**src/rtl/ipv4rx_pkg.sv**
```systemverilog
// Shared types, constants and status codes for the IPv4 receive header checker.
// No dependencies; imported by every module of the block.
package ipv4rx_pkg;

    // Frame layout
    localparam int          DEFAULT_MAX_FRAME_BYTES = 2048;
    localparam int          POS_W                   = 16;
    localparam logic [15:0] IPV4_ETHERTYPE          = 16'h0800;
    localparam logic [15:0] SUM_GOOD                = 16'hFFFF;
    localparam logic [15:0] ETH_HDR_LEN             = 16'd14;
    localparam logic [15:0] MIN_FRAME_LEN           = 16'd34;
    localparam logic [3:0]  IP_VERSION_4            = 4'd4;

    // Byte positions within the frame
    localparam logic [15:0] POS_ETYPE_HI = 16'd12;
    localparam logic [15:0] POS_ETYPE_LO = 16'd13;
    localparam logic [15:0] POS_VIHL     = 16'd14;
    localparam logic [15:0] POS_TLEN_HI  = 16'd16;
    localparam logic [15:0] POS_TLEN_LO  = 16'd17;
    localparam logic [15:0] POS_PROTO    = 16'd23;
    localparam logic [15:0] POS_SRC_FIRST = 16'd26;
    localparam logic [15:0] POS_SRC_LAST  = 16'd29;
    localparam logic [15:0] POS_DST_FIRST = 16'd30;
    localparam logic [15:0] POS_DST_LAST  = 16'd33;

    // Status codes
    localparam logic [2:0] ST_OK           = 3'd0;
    localparam logic [2:0] ST_NOT_IPV4     = 3'd1;
    localparam logic [2:0] ST_TOO_SHORT    = 3'd2;
    localparam logic [2:0] ST_BAD_VERSION  = 3'd3;
    localparam logic [2:0] ST_BAD_CHECKSUM = 3'd4;
    localparam logic [2:0] ST_LENGTH_ERROR = 3'd5;

    // Header fields gathered over one frame
    typedef struct packed {
        logic [POS_W-1:0] frame_len;
        logic [15:0]      ethertype;
        logic [7:0]       version_ihl;
        logic [15:0]      total_length;
        logic [7:0]       protocol;
        logic [31:0]      source_address;
        logic [31:0]      destination_address;
        logic [15:0]      ones_sum;
    } frame_sum_t;

    // One result; last field sits in the lowest bits
    typedef struct packed {
        logic [15:0] payload_length;
        logic [6:0]  payload_offset;
        logic [7:0]  protocol;
        logic [31:0] destination_address;
        logic [31:0] source_address;
        logic [2:0]  status;
    } result_t;

    localparam int RESULT_W = $bits(result_t);
    localparam int TDATA_W  = ((RESULT_W + 7) / 8) * 8;

endpackage

```
**src/rtl/ipv4rx_parser.sv**
```systemverilog
// Per-byte frame parser: byte position, header field capture and header checksum sum.
// Depends on ipv4rx_pkg.
module ipv4rx_parser
    import ipv4rx_pkg::*;
#(
    parameter int MAX_FRAME_BYTES = DEFAULT_MAX_FRAME_BYTES
)
(
    input  logic       clk,
    input  logic       rst_n,
    input  logic       byte_go,
    input  logic [7:0] byte_data,
    input  logic       byte_last,
    output frame_sum_t summary
);

    logic [POS_W-1:0] pos_reg,       pos_next,       upd_pos;
    logic [15:0]      etype_reg,     etype_next,     upd_etype;
    logic [7:0]       vihl_reg,      vihl_next,      upd_vihl;
    logic [15:0]      tlen_reg,      tlen_next,      upd_tlen;
    logic [7:0]       proto_reg,     proto_next,     upd_proto;
    logic [31:0]      src_reg,       src_next,       upd_src;
    logic [31:0]      dst_reg,       dst_next,       upd_dst;
    logic [15:0]      sum_reg,       sum_next,       upd_sum;
    logic [7:0]       pend_reg,      pend_next,      upd_pend;

    logic             take;
    logic [5:0]       hlen;
    logic [15:0]      hdr_idx;
    logic [16:0]      raw_sum;
    logic             frame_end;

    // Apply the current byte to the frame state
    always_comb
    begin
        take      = byte_go && (pos_reg < POS_W'(MAX_FRAME_BYTES));
        upd_pos   = pos_reg;
        upd_etype = etype_reg;
        upd_vihl  = vihl_reg;
        upd_tlen  = tlen_reg;
        upd_proto = proto_reg;
        upd_src   = src_reg;
        upd_dst   = dst_reg;
        upd_sum   = sum_reg;
        upd_pend  = pend_reg;
        hdr_idx   = pos_reg - ETH_HDR_LEN;
        raw_sum   = {1'b0, sum_reg} + {1'b0, pend_reg, byte_data};

        if (take)
        begin
            upd_pos = pos_reg + 1'b1;
            if (pos_reg == POS_ETYPE_HI) upd_etype[15:8] = byte_data;
            if (pos_reg == POS_ETYPE_LO) upd_etype[7:0]  = byte_data;
            if (pos_reg == POS_VIHL)     upd_vihl        = byte_data;
            if (pos_reg == POS_TLEN_HI)  upd_tlen[15:8]  = byte_data;
            if (pos_reg == POS_TLEN_LO)  upd_tlen[7:0]   = byte_data;
            if (pos_reg == POS_PROTO)    upd_proto       = byte_data;
            if (pos_reg >= POS_SRC_FIRST && pos_reg <= POS_SRC_LAST)
                upd_src = {src_reg[23:0], byte_data};
            if (pos_reg >= POS_DST_FIRST && pos_reg <= POS_DST_LAST)
                upd_dst = {dst_reg[23:0], byte_data};
        end

        // header length follows the IHL nibble, including this very byte
        hlen = {upd_vihl[3:0], 2'b00};

        // checksum: even header bytes wait, odd ones complete a word
        if (take && (pos_reg >= ETH_HDR_LEN) && (hdr_idx < {10'd0, hlen}))
        begin
            if (!pos_reg[0])
                upd_pend = byte_data;
            else
                upd_sum = raw_sum[15:0] + {15'd0, raw_sum[16]};
        end
    end

    assign frame_end = byte_go && byte_last;

    // Clear the frame state after the last byte
    always_comb
    begin
        pos_next   = frame_end ? '0 : upd_pos;
        etype_next = frame_end ? '0 : upd_etype;
        vihl_next  = frame_end ? '0 : upd_vihl;
        tlen_next  = frame_end ? '0 : upd_tlen;
        proto_next = frame_end ? '0 : upd_proto;
        src_next   = frame_end ? '0 : upd_src;
        dst_next   = frame_end ? '0 : upd_dst;
        sum_next   = frame_end ? '0 : upd_sum;
        pend_next  = frame_end ? '0 : upd_pend;
    end

    always_ff @(posedge clk or negedge rst_n)
    begin
        if (!rst_n)
        begin
            pos_reg   <= '0;
            etype_reg <= '0;
            vihl_reg  <= '0;
            tlen_reg  <= '0;
            proto_reg <= '0;
            src_reg   <= '0;
            dst_reg   <= '0;
            sum_reg   <= '0;
            pend_reg  <= '0;
        end
        else
        begin
            pos_reg   <= pos_next;
            etype_reg <= etype_next;
            vihl_reg  <= vihl_next;
            tlen_reg  <= tlen_next;
            proto_reg <= proto_next;
            src_reg   <= src_next;
            dst_reg   <= dst_next;
            sum_reg   <= sum_next;
            pend_reg  <= pend_next;
        end
    end

    // Frame view including the current byte
    always_comb
    begin
        summary.frame_len           = upd_pos;
        summary.ethertype           = upd_etype;
        summary.version_ihl         = upd_vihl;
        summary.total_length        = upd_tlen;
        summary.protocol            = upd_proto;
        summary.source_address      = upd_src;
        summary.destination_address = upd_dst;
        summary.ones_sum            = upd_sum;
    end

endmodule

```
**config.mk**
```make
export PLATFORM = sky130hd
export DESIGN_NAME = ipv4rx_parser
export DESIGN_NICKNAME = d
export VERILOG_FILES = /design/src/rtl/ipv4rx_pkg.sv /design/src/rtl/ipv4rx_parser.sv
export SDC_FILE = /design/constraint.sdc
export NUM_CORES = 1
export LEC_CHECK = 0
export ABC_AREA = 1
export ABC_CLOCK_PERIOD_IN_PS = 4800
export BUFFER_PORTS_ARGS = -buffer_cell sky130_fd_sc_hd__buf_4
export CAP_MARGIN = 25
export CORE_ASPECT_RATIO = 1.2
export CORE_MARGIN = 1.5
export CORE_UTILIZATION = 56
export CTS_CLUSTER_DIAMETER = 30
export CTS_CLUSTER_SIZE = 10
export DETAILED_ROUTE_END_ITERATION = 16
export GPL_ROUTABILITY_DRIVEN = 1
export PLACE_DENSITY_LB_ADDON = 0.1
export SLEW_MARGIN = 25
export SYNTH_ARGS = -nofsm -noshare
export SYNTH_HDL_FRONTEND = slang
export SYNTH_SLANG_ARGS = --single-unit
```
**constraint.sdc**
```tcl
create_clock -name clk -period 4.8 [get_ports clk]
set_clock_uncertainty 0.15 [all_clocks]
set_input_delay 0.72 -clock clk [delete_from_list [all_inputs] [get_ports clk]]
set_output_delay 0.72 -clock clk [all_outputs]
set_load 0.02 [all_outputs]
```
==> impl_metrics.tcl <==
set metrics [dict create \
    dr.pass1.iters 5 \
    clockRootBuffer "clkbuf_16" \
    routabilityCongestion 0.892 \
    min_period_ns 4.56 \
    syn-num-nets 1369 \
    clockBufferDepth 2 \
    fin_total_pwr_mw 3.02 \
    dieArea_sq_mm 0.0177 \
    async_flop_share_pct 100 \
    place_area_sq_mm 0.0107 \
    seqCellArea_sq_mm 0.00381 \
    die_w_um 122 \
    synth_top_area_cell "dfrtp_1" \
    fin_util_pct 71.3 \
    setup_ws_ns 0.238 \
    synth_warnings 0 \
    setup.worst_path.end_class "output port" \
    synthDistinctLibCells 44 \
    start_kind "flop" \
    ctsHtreeMaxLevel 4 \
    whs_ns 0.213 \
    synth_common_cells "nand2_1 (423), inv_1 (199), dfrtp_1 (152)" \
    slowest_stage "dfrtp_1" \
    via_per_inst 5.11 \
    wl_per_cell_um 15.5 \
    clock_latency_ns 0.43 \
    ys_seq_area_share_pct 40.2 \
    yosysTopAreaCellShare_pct 40.2 \
    path_clk_slew_ns 0.07 \
    tightest_slew_ns 1.01 \
    grt_max_degree 100 \
    path_cells "ha_2 > nand2_1 > nor2_2 > and2_1 > nand2_1 > nand2_1 > a21oi_1 > o21bai_2 > ha_2 > ha_1 > inv_1 > nor2_2 > nand3_1 > nor2_4 > inv_1 > nor2_4 > nand2_1 > xor2_1 > nand2_1 > nand2_2 > inv_2 > buf_4" \
    core_area_sq_mm 0.0164 \
    syn_area_per_cell_sq_um 7.11 \
    ios 156 \
    rows 51 \
    synth_area_leaders "dfrtp_1 (40%), nand2_1 (17%), inv_1 (7.9%), nor2_1 (5.1%), ha_1 (3.4%)" \
    drt_iter0_drc 576 \
    preCtsSetupSlack_ns -0.0224 \
    post-route-period-util_pct 95.0 \
    cp_slowest_stage_delay_ns 0.40 \
    die_h_um 145 \
    path_max_fanout 6 \
    p_per_area_mw_per_mm2 259 \
    fillers 1421 \
    nets 1517 \
    synthFlopType "dfrtp_1" \
    status "finished clean" \
    critical_path_class "flop to output port" \
    multi_input_area_sq_mm 0.00477 \
    arrival_ns 3.69 \
    antenna_cells 0 \
    p_leak_nw 7.08 \
    hold_viol 0 \
    synth_cells 1330 \
    fmax_mhz 219 \
    synth-edff-count 0 \
    cts_made_buffers 17 \
    cp.required_ns 3.93 \
    ys_ff_latch 152 \
    overflow 0 \
    yosysMostFrequentCell "nand2_1" \
    grt_pass1_vias 8325 \
    min_path_type "input port to async pin" \
    relSlewSlack_pct 32.6 \
    area_delta_synth_final_pct 23.7 \
    antenna_found_initial 0 \
    grt_pass1_wl_um 41900 \
    route.final.wire_length_um 26500 \
    cts_tree "built" \
    dr_total_vias 8703 \
    fin_area_sq_mm 0.0117 \
    cpMostUsedCell "nand2_1" \
    dpl.hpwl_um 18600 \
    grt_usage_pct 30.1 \
    ir_worst_vdd_mv 0.263 \
    portBuffers 155 \
    rr_worst_depth 19 \
    drcViolationCount 0 \
    synthesis.area_sq_mm 0.00945 \
    ant_nets 0 \
    drive_above_1_share_pct 24.5 \
    start_util_pct 57.6 \
    cts_sinks 152 \
    drv_slew 0 \
    setup_viol 0 \
    cap_viol_max_count 0 \
]
-- placed cells by master, fill, tap and decap left out, types with 6 or more instances in the layout --
cell	Yosys	layout
o21ai_2	11	11
nor2_1	128	122
inv_2	18	17
nand2_2	30	32
nor2_2	8	9
inv_1	199	199
nand2_1	423	421
nand3_1	55	53
clkbuf_16	0	17
o21ai_0	58	57
ha_4	0	10
a21oi_2	30	30
ha_1	26	14
a21oi_1	55	55
nand2_4	11	11
xor2_1	15	15
buf_4	5	176
nand4_1	17	17
nor3_1	6	6
nor2_4	6	11
dfrtp_1	152	148
-- report_power, final --
group,switching [mW],internal [mW],leakage (nW)
clock network,0.609,0.805,0.301
registers,0.0127,1.29,2.11
logic,0.210,0.0944,4.66
total,0.832,2.19,7.08
-- cell families after synthesis --
family          count (synthesis)  share of synthesized area, %
simple gates                  697                          32.1
buf+inv                       273                          11.8
flops                         152                          40.2
xor+xnor                       18                          1.67
compound gates                163                          10.6
fa+ha+maj                      27                          3.65
-- critical path, delay by kind of cell, from the launching register on --
kind	cells	cell delay (ns)
AOI/OAI and AO/OA	2	0.27
xor gates and xnor gates	1	0.14
adders and majority gates	3	0.76
buffers and inverters	4	0.31
DFF	1	0.40
and+or+nand+nor	12	1.36
-- layout make-up --
class                   instances  area share (%)
multi-input cells             907            40.8
flip-flops and latches        152            32.6
repair buffers                180            11.9
inverters                     220            7.16
clock buffers                  18            3.76
well taps                     212            2.27
clock inverters                14            1.53
-- timing repair --
item | CTS | global route
cloned | 1 | 1
pin swaps | 1 | 11
endpoints found under the setup margin | 16 | 16
hold buffers | 0 | 0
resized for setup | 5 | 38
setup buffers | 1 | 11
-- metal layers --
metal  wire, um  GRT usage (%)  part of all wire [%]
met1      11600           39.6                    44
met2      12800           49.4                    48
met3       1300           6.05                   4.9
met4        705           10.6                   2.7
met5          0              0                     0
-- path summary, 6_finish.rpt --
check                                        startpoint               endpoint  slack (ns)
worst max-delay path            pend_reg[4]$_DFFE_PN0P_            summary[10]        0.24
worst min-delay path                              rst_n  pos_reg[12]$_DFF_PN0_        0.21
worst max register to register     pos_reg[6]$_DFF_PN0_   sum_reg[4]$_DFF_PN0_        1.33
worst min register to register    src_reg[29]$_DFF_PN0_  src_reg[29]$_DFF_PN0_        0.39
max in group asynchronous                         rst_n  src_reg[11]$_DFF_PN0_        3.24
min in group clk                  src_reg[29]$_DFF_PN0_  src_reg[29]$_DFF_PN0_        0.39
-- per-stage QoR --
step	cells	TNS, ns
final	1703	0
after detailed placement	1657	-0.0224
after global placement	1657	0
after CTS	1691	0
after floorplan	1330	0
after global routing	1703	-0.128
No activity file was read; power rests on OpenSTA's default activity.
